**config.mk**
```make
export PLATFORM = sky130hd
export DESIGN_NAME = retransmit_wait_table
export DESIGN_NICKNAME = d
export VERILOG_FILES = /design/src/hdl/rwt_pkg.sv /design/src/hdl/rwt_slot_eval.sv /design/src/hdl/rwt_slot_table.sv /design/src/hdl/retransmit_wait_table.sv
export SDC_FILE = /design/constraint.sdc
export NUM_CORES = 1
export LEC_CHECK = 0
export BUFFER_PORTS_ARGS = -buffer_cell sky130_fd_sc_hd__buf_2
export CELL_PAD_IN_SITES_DETAIL_PLACEMENT = 1
export CELL_PAD_IN_SITES_GLOBAL_PLACEMENT = 1
export CORE_MARGIN = 5
export CORE_UTILIZATION = 50
export CTS_CLUSTER_DIAMETER = 40
export DETAILED_ROUTE_END_ITERATION = 10
export PLACE_DENSITY_LB_ADDON = 0.2
export SYNTH_ARGS = -nofsm -noshare
export SYNTH_HDL_FRONTEND = slang
export SYNTH_SLANG_ARGS = --single-unit
export TNS_END_PERCENT = 10
```
**constraint.sdc**
```tcl
create_clock -name clock -period 11.5 [get_ports clock]
set_clock_uncertainty 0.2 [all_clocks]
set_input_delay 0.575 -clock clock [delete_from_list [all_inputs] [get_ports clock]]
set_output_delay 0.575 -clock clock [all_outputs]
set_load 0.005 [all_outputs]
```
**src/hdl/rwt_pkg.sv**
```systemverilog
// shared types, constants and helpers for the retransmit wait table
// no dependencies; used by every module of the block by scoped names
package rwt_pkg;

   localparam int TABLE_DEPTH = 8;
   localparam int TIMER_BITS  = 16;
   localparam int MAX_RESULTS = 8;

   localparam int SLOT_W = (TABLE_DEPTH > 1) ? $clog2(TABLE_DEPTH) : 1;
   localparam int CNT_W  = $clog2(TABLE_DEPTH + 1);
   localparam int REP_W  = $clog2(MAX_RESULTS + 1);

   localparam longint unsigned TIMER_MAX = (64'd1 << TIMER_BITS) - 64'd1;

   typedef enum logic [1:0] {
      KIND_ADD    = 2'd0,
      KIND_REMOVE = 2'd1,
      KIND_TICK   = 2'd2,
      KIND_LOOKUP = 2'd3
   } kind_type;

   typedef enum logic [3:0] {
      ACT_ADDED     = 4'd0,
      ACT_FULL      = 4'd1,
      ACT_BAD_LEN   = 4'd2,
      ACT_REMOVED   = 4'd3,
      ACT_NOT_FOUND = 4'd4,
      ACT_RESEND    = 4'd5,
      ACT_REJECTED  = 4'd6,
      ACT_IDLE      = 4'd7,
      ACT_PRESENT   = 4'd8
   } action_type;

   typedef enum logic [2:0] {
      ST_IDLE,
      ST_RESULT,
      ST_ADD,
      ST_FIND,
      ST_COUNT,
      ST_APPLY,
      ST_QUIET
   } state_type;

   typedef struct packed {
      logic                  valid;
      logic [7:0]            packet_id;
      logic [15:0]           buffer;
      logic [15:0]           length;
      logic [7:0]            retries;
      logic [TIMER_BITS-1:0] period;
      logic [TIMER_BITS-1:0] countdown;
   } slot_type;

   typedef struct packed {
      logic     free;
      logic     match;
      logic     expire;
      logic     reject;
      slot_type next;
   } eval_type;

   typedef struct packed {
      action_type  action;
      logic [2:0]  slot;
      logic [7:0]  packet_id;
      logic [15:0] buffer;
      logic [15:0] length;
      logic [7:0]  retries;
      logic [3:0]  occupancy;
      logic        last;
   } result_type;

   // timeout clamped to the countdown range
   function automatic logic [TIMER_BITS-1:0] sat_timer(input logic [15:0] t);
      logic [63:0] wide;
      wide = {48'd0, t};
      if (wide > TIMER_MAX) begin
         return {TIMER_BITS{1'b1}};
      end
      return TIMER_BITS'(wide);
   endfunction

endpackage

```
**src/hdl/rwt_slot_eval.sv**
```systemverilog
// slot evaluator shared by every scan: id compare, countdown and retry checks
// depends on rwt_pkg
module rwt_slot_eval (
   input  rwt_pkg::slot_type entry,
   input  logic [7:0]        packet_id,
   input  logic [7:0]        retry_limit,
   output rwt_pkg::eval_type result
);

   logic expire;
   logic reject;

   assign expire = entry.valid && (entry.countdown <= rwt_pkg::TIMER_BITS'(1));
   assign reject = expire && (entry.retries >= retry_limit);

   always_comb begin
      result.free   = !entry.valid;
      result.match  = entry.valid && (packet_id != 8'd0) && (entry.packet_id == packet_id);
      result.expire = expire;
      result.reject = reject;
      result.next   = entry;
      if (entry.valid) begin
         if (!expire) begin
            result.next.countdown = entry.countdown - rwt_pkg::TIMER_BITS'(1);
         end else if (reject) begin
            result.next.valid = 1'b0;
         end else begin
            if (entry.retries != 8'hff) begin
               result.next.retries = entry.retries + 8'd1;
            end
            result.next.countdown = entry.period;
         end
      end
   end

endmodule

```
**src/hdl/rwt_slot_table.sv**
```systemverilog
// slot storage: one read port and one write port, valid bits cleared at reset
// depends on rwt_pkg
module rwt_slot_table (
   input  logic                        clock,
   input  logic                        reset,
   input  logic [rwt_pkg::SLOT_W-1:0]  rd_idx,
   output rwt_pkg::slot_type           rd_data,
   input  logic                        wr_en,
   input  logic [rwt_pkg::SLOT_W-1:0]  wr_idx,
   input  rwt_pkg::slot_type           wr_data
);

   logic [rwt_pkg::TABLE_DEPTH-1:0] valid_ff;
   logic [rwt_pkg::TABLE_DEPTH-1:0] valid_in;
   rwt_pkg::slot_type               entry_ff [rwt_pkg::TABLE_DEPTH];

   always_comb begin
      valid_in = valid_ff;
      if (wr_en) begin
         valid_in[wr_idx] = wr_data.valid;
      end
   end

   always_ff @(posedge clock) begin
      if (reset) begin
         valid_ff <= '0;
      end else begin
         valid_ff <= valid_in;
      end
   end

   always_ff @(posedge clock) begin
      if (wr_en) begin
         entry_ff[wr_idx] <= wr_data;
      end
   end

   always_comb begin
      rd_data       = entry_ff[rd_idx];
      rd_data.valid = valid_ff[rd_idx];
   end

endmodule

```
**src/hdl/retransmit_wait_table.sv**
```systemverilog
// retransmit wait table: up to eight packets waiting for acknowledgement.
// req channel: one item is an add, remove, tick or lookup; accepted when
// req_valid is high and req_stall is low. req_stall is high while an item
// is being worked on, so one item is in the block at a time.
// rsp channel: result items, taken when rsp_valid is high and rsp_stall low.
// an add, remove or lookup gives one result, a tick gives one result per
// expired slot (at most eight) or a single idle result; rsp_last marks the
// final result of an item. the output register lets the next item enter
// while the last result still waits to be taken.
// one slot evaluator scans the table one slot per cycle: add, remove and
// lookup stop at the first free or matching slot or at the last slot, a
// tick makes a count pass and then an update pass over all slots.
// a stalled receiver holds the scan at the slot that has a result to give.
// csr channel: retry_limit, always ready; the user must write it only between items, the block does not enforce this.
// reset (synchronous) empties the table and sets retry_limit to 3.
// depends on rwt_pkg, rwt_slot_eval, rwt_slot_table
module retransmit_wait_table (
   input  logic        clock,
   input  logic        reset,
   input  logic        req_valid,
   output logic        req_stall,
   input  logic [1:0]  req_kind,
   input  logic [7:0]  req_packet_id,
   input  logic [15:0] req_buffer_handle,
   input  logic [15:0] req_length,
   input  logic [15:0] req_timeout,
   output logic        rsp_valid,
   input  logic        rsp_stall,
   output logic [3:0]  rsp_action,
   output logic [2:0]  rsp_slot,
   output logic [7:0]  rsp_packet_id_out,
   output logic [15:0] rsp_buffer_out,
   output logic [15:0] rsp_length_out,
   output logic [7:0]  rsp_retries_out,
   output logic [3:0]  rsp_occupancy,
   output logic        rsp_last,
   input  logic        csr_valid,
   output logic        csr_ready,
   input  logic [7:0]  csr_retry_limit
);

   rwt_pkg::state_type state_ff, state_in;

   logic [7:0]                  retry_limit_ff, retry_limit_in;
   rwt_pkg::kind_type           kind_ff, kind_in;
   logic [7:0]                  id_ff, id_in;
   logic [15:0]                 buf_ff, buf_in;
   logic [15:0]                 len_ff, len_in;
   logic [rwt_pkg::TIMER_BITS-1:0] tmo_ff, tmo_in;
   logic [rwt_pkg::SLOT_W-1:0]  idx_ff, idx_in;
   logic [rwt_pkg::CNT_W-1:0]   count_ff, count_in;
   logic [rwt_pkg::CNT_W-1:0]   exp_cnt_ff, exp_cnt_in;
   logic [rwt_pkg::CNT_W-1:0]   rej_cnt_ff, rej_cnt_in;
   logic [rwt_pkg::REP_W-1:0]   rep_ff, rep_in;
   logic [rwt_pkg::REP_W-1:0]   rep_total_ff, rep_total_in;
   logic                        rsp_valid_ff, rsp_valid_in;
   rwt_pkg::result_type         rsp_ff, rsp_in;

   rwt_pkg::slot_type           rd_entry;
   rwt_pkg::eval_type           ev;
   logic                        wr_en;
   rwt_pkg::slot_type           wr_entry;

   logic                        req_fire;
   logic                        out_free;
   logic                        at_end;
   logic                        report;
   logic                        can_go;
   logic                        emit;
   rwt_pkg::result_type         res;

   rwt_slot_table u_table (
      .clock   (clock),
      .reset   (reset),
      .rd_idx  (idx_ff),
      .rd_data (rd_entry),
      .wr_en   (wr_en),
      .wr_idx  (idx_ff),
      .wr_data (wr_entry)
   );

   rwt_slot_eval u_eval (
      .entry       (rd_entry),
      .packet_id   (id_ff),
      .retry_limit (retry_limit_ff),
      .result      (ev)
   );

   assign req_stall = (state_ff != rwt_pkg::ST_IDLE);
   assign req_fire  = req_valid && !req_stall;
   assign out_free  = !rsp_valid_ff || !rsp_stall;
   assign at_end    = (idx_ff == rwt_pkg::SLOT_W'(rwt_pkg::TABLE_DEPTH - 1));
   assign report    = ev.expire && (rep_ff < rep_total_ff);
   assign can_go    = !report || out_free;
   assign csr_ready = 1'b1;

   assign retry_limit_in = (csr_valid && csr_ready) ? csr_retry_limit : retry_limit_ff;

   // next state
   always_comb begin
      state_in = state_ff;
      case (state_ff)
         rwt_pkg::ST_IDLE: begin
            if (req_fire) begin
               case (rwt_pkg::kind_type'(req_kind))
                  rwt_pkg::KIND_ADD: begin
                     state_in = (req_length == 16'd0) ? rwt_pkg::ST_RESULT : rwt_pkg::ST_ADD;
                  end
                  rwt_pkg::KIND_TICK: begin
                     state_in = rwt_pkg::ST_COUNT;
                  end
                  default: begin
                     state_in = (req_packet_id == 8'd0) ? rwt_pkg::ST_RESULT
                                                        : rwt_pkg::ST_FIND;
                  end
               endcase
            end
         end
         rwt_pkg::ST_RESULT, rwt_pkg::ST_QUIET: begin
            if (out_free) begin
               state_in = rwt_pkg::ST_IDLE;
            end
         end
         rwt_pkg::ST_ADD: begin
            if ((ev.free || at_end) && out_free) begin
               state_in = rwt_pkg::ST_IDLE;
            end
         end
         rwt_pkg::ST_FIND: begin
            if ((ev.match || at_end) && out_free) begin
               state_in = rwt_pkg::ST_IDLE;
            end
         end
         rwt_pkg::ST_COUNT: begin
            if (at_end) begin
               state_in = rwt_pkg::ST_APPLY;
            end
         end
         rwt_pkg::ST_APPLY: begin
            if (can_go && at_end) begin
               state_in = (exp_cnt_ff == '0) ? rwt_pkg::ST_QUIET : rwt_pkg::ST_IDLE;
            end
         end
         default: begin
            state_in = rwt_pkg::ST_IDLE;
         end
      endcase
   end

   // datapath and result
   always_comb begin
      kind_in      = kind_ff;
      id_in        = id_ff;
      buf_in       = buf_ff;
      len_in       = len_ff;
      tmo_in       = tmo_ff;
      idx_in       = idx_ff;
      count_in     = count_ff;
      exp_cnt_in   = exp_cnt_ff;
      rej_cnt_in   = rej_cnt_ff;
      rep_in       = rep_ff;
      rep_total_in = rep_total_ff;
      wr_en        = 1'b0;
      wr_entry     = rd_entry;
      emit         = 1'b0;
      res          = '0;
      res.action   = rwt_pkg::ACT_IDLE;
      res.occupancy = 4'(count_ff);
      res.last     = 1'b1;
      case (state_ff)
         rwt_pkg::ST_IDLE: begin
            if (req_fire) begin
               kind_in    = rwt_pkg::kind_type'(req_kind);
               id_in      = req_packet_id;
               buf_in     = req_buffer_handle;
               len_in     = req_length;
               tmo_in     = rwt_pkg::sat_timer(req_timeout);
               idx_in     = '0;
               exp_cnt_in = '0;
               rej_cnt_in = '0;
               rep_in     = '0;
            end
         end
         rwt_pkg::ST_RESULT: begin
            emit          = out_free;
            res.action    = (kind_ff == rwt_pkg::KIND_ADD) ? rwt_pkg::ACT_BAD_LEN
                                                           : rwt_pkg::ACT_NOT_FOUND;
            res.packet_id = id_ff;
         end
         rwt_pkg::ST_ADD: begin
            res.packet_id = id_ff;
            if (ev.free) begin
               emit = out_free;
               if (out_free) begin
                  wr_en              = 1'b1;
                  wr_entry.valid     = 1'b1;
                  wr_entry.packet_id = id_ff;
                  wr_entry.buffer    = buf_ff;
                  wr_entry.length    = len_ff;
                  wr_entry.retries   = 8'd0;
                  wr_entry.period    = tmo_ff;
                  wr_entry.countdown = tmo_ff;
                  count_in           = count_ff + rwt_pkg::CNT_W'(1);
               end
               res.action    = rwt_pkg::ACT_ADDED;
               res.slot      = 3'(idx_ff);
               res.occupancy = 4'(count_ff + rwt_pkg::CNT_W'(1));
            end else if (at_end) begin
               emit       = out_free;
               res.action = rwt_pkg::ACT_FULL;
            end else begin
               idx_in = idx_ff + rwt_pkg::SLOT_W'(1);
            end
         end
         rwt_pkg::ST_FIND: begin
            res.packet_id = id_ff;
            if (ev.match) begin
               emit        = out_free;
               res.slot    = 3'(idx_ff);
               res.retries = rd_entry.retries;
               if (kind_ff == rwt_pkg::KIND_REMOVE) begin
                  res.action     = rwt_pkg::ACT_REMOVED;
                  res.occupancy  = 4'(count_ff - rwt_pkg::CNT_W'(1));
                  wr_entry.valid = 1'b0;
                  if (out_free) begin
                     wr_en    = 1'b1;
                     count_in = count_ff - rwt_pkg::CNT_W'(1);
                  end
               end else begin
                  res.action = rwt_pkg::ACT_PRESENT;
               end
            end else if (at_end) begin
               emit       = out_free;
               res.action = rwt_pkg::ACT_NOT_FOUND;
            end else begin
               idx_in = idx_ff + rwt_pkg::SLOT_W'(1);
            end
         end
         rwt_pkg::ST_COUNT: begin
            // first pass: how many expire and how many leave, so every
            // result of the tick can carry the final occupancy
            exp_cnt_in = exp_cnt_ff + rwt_pkg::CNT_W'(ev.expire);
            rej_cnt_in = rej_cnt_ff + rwt_pkg::CNT_W'(ev.reject);
            if (at_end) begin
               count_in = count_ff - rej_cnt_in;
               if (int'(exp_cnt_in) > rwt_pkg::MAX_RESULTS) begin
                  rep_total_in = rwt_pkg::REP_W'(rwt_pkg::MAX_RESULTS);
               end else begin
                  rep_total_in = rwt_pkg::REP_W'(exp_cnt_in);
               end
               idx_in = '0;
            end else begin
               idx_in = idx_ff + rwt_pkg::SLOT_W'(1);
            end
         end
         rwt_pkg::ST_APPLY: begin
            wr_entry      = ev.next;
            res.slot      = 3'(idx_ff);
            res.packet_id = rd_entry.packet_id;
            res.last      = (rwt_pkg::REP_W'(rep_ff + rwt_pkg::REP_W'(1)) == rep_total_ff);
            if (ev.reject) begin
               res.action  = rwt_pkg::ACT_REJECTED;
               res.retries = rd_entry.retries;
            end else begin
               res.action  = rwt_pkg::ACT_RESEND;
               res.buffer  = rd_entry.buffer;
               res.length  = rd_entry.length;
               res.retries = ev.next.retries;
            end
            if (can_go) begin
               wr_en = rd_entry.valid;
               emit  = report;
               if (report) begin
                  rep_in = rep_ff + rwt_pkg::REP_W'(1);
               end
               if (!at_end) begin
                  idx_in = idx_ff + rwt_pkg::SLOT_W'(1);
               end
            end
         end
         rwt_pkg::ST_QUIET: begin
            emit = out_free;
         end
         default: begin
            emit = 1'b0;
         end
      endcase
   end

   always_comb begin
      rsp_valid_in = rsp_valid_ff;
      rsp_in       = rsp_ff;
      if (emit) begin
         rsp_valid_in = 1'b1;
         rsp_in       = res;
      end else if (rsp_valid_ff && !rsp_stall) begin
         rsp_valid_in = 1'b0;
      end
   end

   always_ff @(posedge clock) begin
      if (reset) begin
         state_ff       <= rwt_pkg::ST_IDLE;
         retry_limit_ff <= 8'd3;
         count_ff       <= '0;
         rsp_valid_ff   <= 1'b0;
         idx_ff         <= '0;
         exp_cnt_ff     <= '0;
         rej_cnt_ff     <= '0;
         rep_ff         <= '0;
         rep_total_ff   <= '0;
      end else begin
         state_ff       <= state_in;
         retry_limit_ff <= retry_limit_in;
         count_ff       <= count_in;
         rsp_valid_ff   <= rsp_valid_in;
         idx_ff         <= idx_in;
         exp_cnt_ff     <= exp_cnt_in;
         rej_cnt_ff     <= rej_cnt_in;
         rep_ff         <= rep_in;
         rep_total_ff   <= rep_total_in;
      end
   end

   always_ff @(posedge clock) begin
      kind_ff <= kind_in;
      id_ff   <= id_in;
      buf_ff  <= buf_in;
      len_ff  <= len_in;
      tmo_ff  <= tmo_in;
      rsp_ff  <= rsp_in;
   end

   assign rsp_valid         = rsp_valid_ff;
   assign rsp_action        = rsp_ff.action;
   assign rsp_slot          = rsp_ff.slot;
   assign rsp_packet_id_out = rsp_ff.packet_id;
   assign rsp_buffer_out    = rsp_ff.buffer;
   assign rsp_length_out    = rsp_ff.length;
   assign rsp_retries_out   = rsp_ff.retries;
   assign rsp_occupancy     = rsp_ff.occupancy;
   assign rsp_last          = rsp_ff.last;

`ifndef ASSERT_OFF
   a_accept_leaves_idle: assert property (@(posedge clock) disable iff (reset)
      req_fire |=> (state_ff != rwt_pkg::ST_IDLE))
      else $error("accepted item did not start work");

   a_count_in_range: assert property (@(posedge clock) disable iff (reset)
      count_ff <= rwt_pkg::CNT_W'(rwt_pkg::TABLE_DEPTH))
      else $error("occupancy beyond table depth");

   a_reports_bounded: assert property (@(posedge clock) disable iff (reset)
      (state_ff == rwt_pkg::ST_APPLY) |-> (rep_ff <= rep_total_ff))
      else $error("more tick results than expiries");

   a_no_overwrite: assert property (@(posedge clock) disable iff (reset)
      (rsp_valid_ff && rsp_stall) |-> !emit)
      else $error("result register overwritten while stalled");
`endif

endmodule
```
==> impl_metrics.yaml, run 1 <==
critical_path:
  worstRegToRegCells: 10
  crit_chain: "buf_12 > nor2b_1 > a22o_1 > a221oi_1 > or2_0 > or3_4 > o31ai_4 > a211o_1 > clkinv_2 > buf_4"
  ff2ff_setup_slack_ns: 4.75
  end_kind: "flop"
  required_ns: 11.58
  r2r-end: "u_table.entry_ff[4][33]$_DFFE_PP_"
  crit_arrival_ns: 6.83
  crit_path_max_fanout: 102
  cpMaxStageDelayCell: "nor2b_1"
  crit_path_start_kind: "flop"
  path_class: "reg2reg"
  max_stage_delay_ns: 0.96
synthesis:
  synth_enable_flop_cells: 758
  async_flop_share_pct: 0
  syn_area_per_cell_um2: 17.08
  synth_area_mm2: 0.03332
  synth_top_cell_area_share_pct: 68.31
  ys_types: 96
  synth_area_leader_cell: "edfxtp_1"
  synth-seq-cells: 804
  synthFlopType: "edfxtp_1"
  ys_top_cells_by_area: "edfxtp_1 (68%), mux4_2 (9.5%), mux2i_1 (3.5%)"
  ys_seq_area_share_pct: 71.07
  netlist_instances: 1951
  synth_nets: 2052
  ys.warnings.count: 0
finish:
  multiInputGateArea_mm2: 0.009039
  final_net_count: 2299
  n_antenna_cell: 0
  final-seq-area_mm2: 0.02369
  drive_gt1_share_pct: 24.63
  fill_cells: 5903
  syn2layout_area_growth_pct: 18.68
  final_cell_mix: "edfxtp_1 (758), nor2_1 (153), mux4_2 (140)"
  final_cell_count_no_fill: 3158
  layout_commonest_cell: "edfxtp_1"
die:
  fp.dieArea_mm2: 0.07191
  fp.dieW_um: 268.2
  fp.coreArea_mm2: 0.06598
  die_h_um: 268.2
  ios: 134
  rows: 94
  initial_core_util_pct: 50.50
timing:
  rsz0062_at_grt: "no"
  worstMarginPinSlew_ns: 1.108
  layout_setup_ws_ns: 4.750
  hold_viol: 0
  finalSetupTns_ns: 0
  slew-limit-headroom_pct: 25.98
  setup_viol_count_final: 0
  max_freq_mhz: 148.1
  report.final.slew_viol_count: 0
  fin_crit_ns: 6.750
  fin_crit_sh_pct: 58.70
hold_path:
  hold_depth: 3
  hold_path_class: "in2reg"
  min_from: "csr_valid"
  hold-path-endpoint: "retry_limit_ff[1]$_SDFFE_PP1P_"
routing:
  first_pass_iters: 5
  vias: 19062
  totalWireLength_um: 86060
  final_antenna_net_count: 0
  vias_per_cell: 6.036
  drc: 0
  wl_per_cell_um: 27.25
  dr.first_iter.drc_count: 1496
power_and_ir_drop:
  seq_power_share_pct: 42.6
  pwr-share-comb_pct: 19.8
  vdd_drop_max_mv: 0.1458
  powerDensity_mw_per_mm2: 241.0
  power_w: 0.009531
  power_switching_w: 0.002819
  clkPwrFrac_pct: 37.6
  p_leak_nw: 12.82
  p_int_w: 0.006712
  swShare_pct: 29.58
status:
  status: "completed"
clock_network:
  insertion_delay_ns: 0.68
  cts_tree: "built"
  ctsResizeCount: 0
  cts_buffer_depth: 3
  clkTransAtPathRegs_ns: 0.06
  cts.sinks: 804
  htree_num_levels: 3
  cts_buffers: 116
  root_buffer: "clkbuf_16"
place:
  gp_congestion: 0.8466
  io_buffers: 132
  placedCellCount: 2878
  dp_worst_setup_slack_ns: 4.782
  hpwlAfterDp_um: 49370
grt:
  grt_first_pass_wirelength_um: 129800
  grt-ovfl-total: 0
  grt.total_usage_pct: 23.93
  grt_max_degree: 103
  antenna_found_initial: 1
  grt_pass1_vias: 20640
run:
  maxCapViolCount: 0
==> cells by family after synthesis <==
| logic type | synth area share, % |
|---|---|
| buffers and inverters | 2.106 |
| xor gates and xnor gates | 0.5782 |
| AOI/OAI and AO/OA | 5.835 |
| DFF | 71.07 |
| and+or+nand+nor | 5.403 |
| muxes | 13.85 |
| other | 0.01125 |
| adders and majority gates | 1.149 |
==> registers in the layout, summed over array words and instances (netlist names), 16 cells and up, named ones only <==
name	count
tmo_ff	16
rsp_buffer_out	16
buf_ff	16
len_ff	16
u_table.entry_ff	640
rsp_length_out	16
==> Yosys cell counts, drive strengths merged, types with 3 or more instances <==
cell,n
nand4,8
o32a,3
dfxtp,46
inv,41
xnor2,12
nor3,25
a211oi,8
nor2b,13
nor4,12
buf,52
a311oi,3
mux4,140
o21ai,49
a211o,3
a2111oi,7
and4,3
nand3,28
a221oi,3
a22oi,15
or3,14
clkbuf,49
nand3b,4
a21boi,4
nand2,98
a22o,6
a31oi,4
a21o,5
ha,29
mux2,15
o31ai,8
o22ai,19
o2111ai,3
o211ai,11
and3,4
a221o,3
a21oi,102
edfxtp,758
o311ai,5
and2,7
nor2,156
xor2,10
mux2i,123
nand2b,4
a31o,6
==> routing by layer <==
metal  vias up  wire length, um  track usage (%)
met4         0             2169            6.852
met5         -                0                0
met3       150             4734            4.514
met2       655            43840            40.87
met1      9952            35320            31.81
li1       8305                -                -
==> worst max-delay path, delay by kind of cell (launching register included) <==
| family | cells | cell delay [ns] |
|---|---|---|
| compound gates | 4 | 1.29 |
| buf+inv | 3 | 1.84 |
| flops | 1 | 0.73 |
| simple gates | 3 | 1.96 |
==> repair_timing <==
action,4_1_cts,5_1_grt
hold buffers,66,0
endpoints found under the hold margin,66,0
buffers inserted,0,0
==> stage by stage <==
stage	cell area, um2	util (%)	hold WS (ns)
after floorplan	33320	-	0.2315
after global placement	34890	52.88	0.2428
after detailed placement	34890	52.88	0.2535
after CTS	39550	59.94	0.09058
after global routing	39550	59.94	0.1293
final	39550	59.94	0.1173
==> how the worst max path moves through the flow <==
stage,cells after the start,to,slack (ns),startpoint
2_1_floorplan,13,u_table.valid_ff[0]$_SDFFE_PP0P_,3.32,flop
3_3_place_gp,20,count_ff[3]$_SDFFE_PP0P_,4.91,flop
3_5_place_dp,10,u_table.entry_ff[4][32]$_DFFE_PP_,4.78,flop
4_1_cts,20,count_ff[3]$_SDFFE_PP0P_,4.68,flop
5_1_grt,20,count_ff[3]$_SDFFE_PP0P_,4.22,flop
6_report,10,u_table.entry_ff[4][33]$_DFFE_PP_,4.75,flop
==> cell type report <==
class / instances / area share [%]
repair buffers: 230 / 3.980
inverters: 42 / 0.4081
clock buffers: 123 / 7.514
multi-input cells: 1004 / 22.85
clock inverters: 91 / 2.601
flip-flops and latches: 804 / 59.91
well taps: 864 / 2.733
==> power groups by stage <==
stage	clock network [W]	registers [W]	logic, W
after floorplan	0	0.00406	0.00121
after global placement	0	0.00410	0.00175
after detailed placement	0	0.00411	0.00184
after CTS	0.00363	0.00406	0.00188
after global routing	0.00380	0.00409	0.00204
final	0.00358	0.00406	0.00189
(Power assumes the default switching activity.)
==> run 2: changes to the inputs <==
--- a/config.mk
+++ b/config.mk
@@ -9,7 +9,7 @@
 export CELL_PAD_IN_SITES_DETAIL_PLACEMENT = 1
 export CELL_PAD_IN_SITES_GLOBAL_PLACEMENT = 1
 export CORE_MARGIN = 5
-export CORE_UTILIZATION = 50
+export CORE_UTILIZATION = 48
 export CTS_CLUSTER_DIAMETER = 40
 export DETAILED_ROUTE_END_ITERATION = 10
 export PLACE_DENSITY_LB_ADDON = 0.2
==> constraint.sdc (replaced) <==
create_clock -name clock -period 5.7 [get_ports clock]
set_clock_uncertainty 0.2 [all_clocks]
set_input_delay 0.285 -clock clock [delete_from_list [all_inputs] [get_ports clock]]
set_output_delay 0.285 -clock clock [all_outputs]
set_load 0.005 [all_outputs]
==> run 2 against run 1 <==
Compared with the run above: die area is 4.0% higher; worst setup slack worse by 4.3 ns; register-to-register slack worse by 4.3 ns; largest cell class unchanged.
==> impl_metrics.yaml, run 2 (same netlist as run 1, synthesis figures left out) <==
place:
  gp_congestion: 0.7979
  io_buffers: 132
  placedCellCount: 2972
  hpwlAfterDp_um: 49720
  dp_worst_setup_slack_ns: 0.5059
grt:
  grt_max_degree: 82
  grt_first_pass_wirelength_um: 129100
  antenna_found_initial: 1
  grt.total_usage_pct: 22.69
  grt-ovfl-total: 0
  grt_pass1_vias: 20879
timing:
  finalHoldWorstSlack_ns: 0.1216
  rsz0062_at_grt: "no"
  setup_viol_count_final: 0
  hold_viol: 0
  worstMarginPinSlew_ns: 0.9954
  slew-limit-headroom_pct: 32.80
  fin_crit_sh_pct: 92.22
  fin_crit_ns: 5.257
  report.final.slew_viol_count: 0
  max_freq_mhz: 190.2
  layout_setup_ws_ns: 0.4434
critical_path:
  max_stage_delay_ns: 0.57
  required_ns: 6.00
  critPathMostFrequentCell: "ha_1"
  end_kind: "flop"
  crit_path_max_fanout: 16
  crit_path_start_kind: "flop"
  crit_arrival_ns: 5.55
  cpMaxStageDelayCell: "mux4_2"
  path_class: "reg2reg"
  crit_chain: "buf_4 > mux4_2 > mux2i_1 > ha_1 > nand2b_1 > a21o_1 > a21oi_1 > o21ai_0 > buf_4 > and2_1 > nand2_1 > inv_1 > ha_1 > ha_1 > inv_1 > ha_1 > a21o_1 > a21oi_1 > xnor2_1 > nor2_1 > nor3_1 > nor3_1"
routing:
  totalWireLength_um: 84620
  wl_met2_um: 43010
  first_pass_iters: 5
  vias: 19100
  routed.top_layer: "met5"
  final_antenna_net_count: 0
  drc: 0
  wl_per_cell_um: 25.91
  vias_per_cell: 5.848
  met1_length_um: 34940
  met3_length_um: 4217
  dr.first_iter.drc_count: 1441
finish:
  n_antenna_cell: 0
  syn2layout_area_growth_pct: 20.84
  largest_reg_flops: 640
  final_core_util_pct: 58.61
  final_cell_count_no_fill: 3266
  drive_gt1_share_pct: 25.40
  final_cell_mix: "edfxtp_1 (758), nor2_1 (153), mux4_2 (140)"
  final_net_count: 2339
  layout_commonest_cell: "edfxtp_1"
  largest_register: "u_table.entry_ff"
  fill_cells: 6231
clock_network:
  cts_buffer_depth: 3
  cts_buffers: 115
  htree_num_levels: 3
  insertion_delay_ns: 0.66
  cts.sinks: 804
  clkTransAtPathRegs_ns: 0.06
  root_buffer: "clkbuf_16"
  cts_tree: "built"
die:
  initial_core_util_pct: 48.50
  ios: 134
  rows: 96
  fp.coreArea_mm2: 0.06871
  fp.dieW_um: 273.5
  fp.dieArea_mm2: 0.07479
  die_h_um: 273.5
status:
  status: "completed"
power_and_ir_drop:
  powerDensity_mw_per_mm2: 481.0
  vdd_drop_max_mv: 0.2824
  power_w: 0.01937
  p_leak_nw: 13.15
hold_path:
  min_from: "req_timeout[10]"
  hold_path_class: "in2reg"
run:
  maxCapViolCount: 0
run 2: through the flow:
step,instance area (um2),setup TNS [ns]
after detailed placement,35380,0
after floorplan,33410,-200.19
after CTS,40270,0
final,40270,0
after global routing,40270,0
after global placement,35380,0
run 2: layer usage:
metal	global-route usage (%)	vias up
li1	-	8388
met3	4.006	157
met1	29.61	9993
met2	38.97	560
met5	0	-
met4	7.407	2
run 2: layout make-up:
cell class | instances | area (um2) | share of cell area [%]
Sequential cell | 804 | 23690 | 58.84
Multi-Input combinational cell | 1004 | 9059 | 22.50
Clock buffer | 128 | 2989 | 7.423
Timing Repair Buffer | 271 | 2105 | 5.226
Tap cell | 931 | 1165 | 2.893
Clock inverter | 86 | 1095 | 2.719
Inverter | 42 | 161.4 | 0.4008
run 2: final timing paths:
check / depth (start not counted) / to / slack (ns)
max: 22 / count_ff[3]$_SDFFE_PP0P_ / 0.44
min: 2 / tmo_ff[10]$_DFFE_PP_ / 0.12
max reg2reg: 22 / count_ff[3]$_SDFFE_PP0P_ / 0.44
min reg2reg: 2 / u_table.valid_ff[7]$_SDFFE_PP0P_ / 0.26
run 2: timing repair:
| action | CTS | global route |
|---|---|---|
| setup buffers | 0 | 0 |
| endpoints found under the hold margin | 76 | 0 |
| resized for setup | 0 | 0 |
| hold buffers | 80 | 0 |
run 2: power by group:
group | switching [W] | internal (W) | leakage [nW] | total, W
registers | 0.000223 | 0.00790 | 7.26 | 0.00813
clock network | 0.00270 | 0.00469 | 1.98 | 0.00739
logic | 0.00259 | 0.00126 | 3.92 | 0.00385
total | 0.00552 | 0.0139 | 13.2 | 0.0194
run 2: critical path, delay by kind of cell (launching register included):
kind	cells	cell delay [ns]
AO/OA/AOI/OAI	5	0.77
adder cells (fa/ha/maj)	4	1.13
multiplexers	2	0.93
XOR/XNOR	1	0.13
flip-flops	1	0.53
buffers and inverters	4	0.71
AND/OR/NAND/NOR	6	0.70
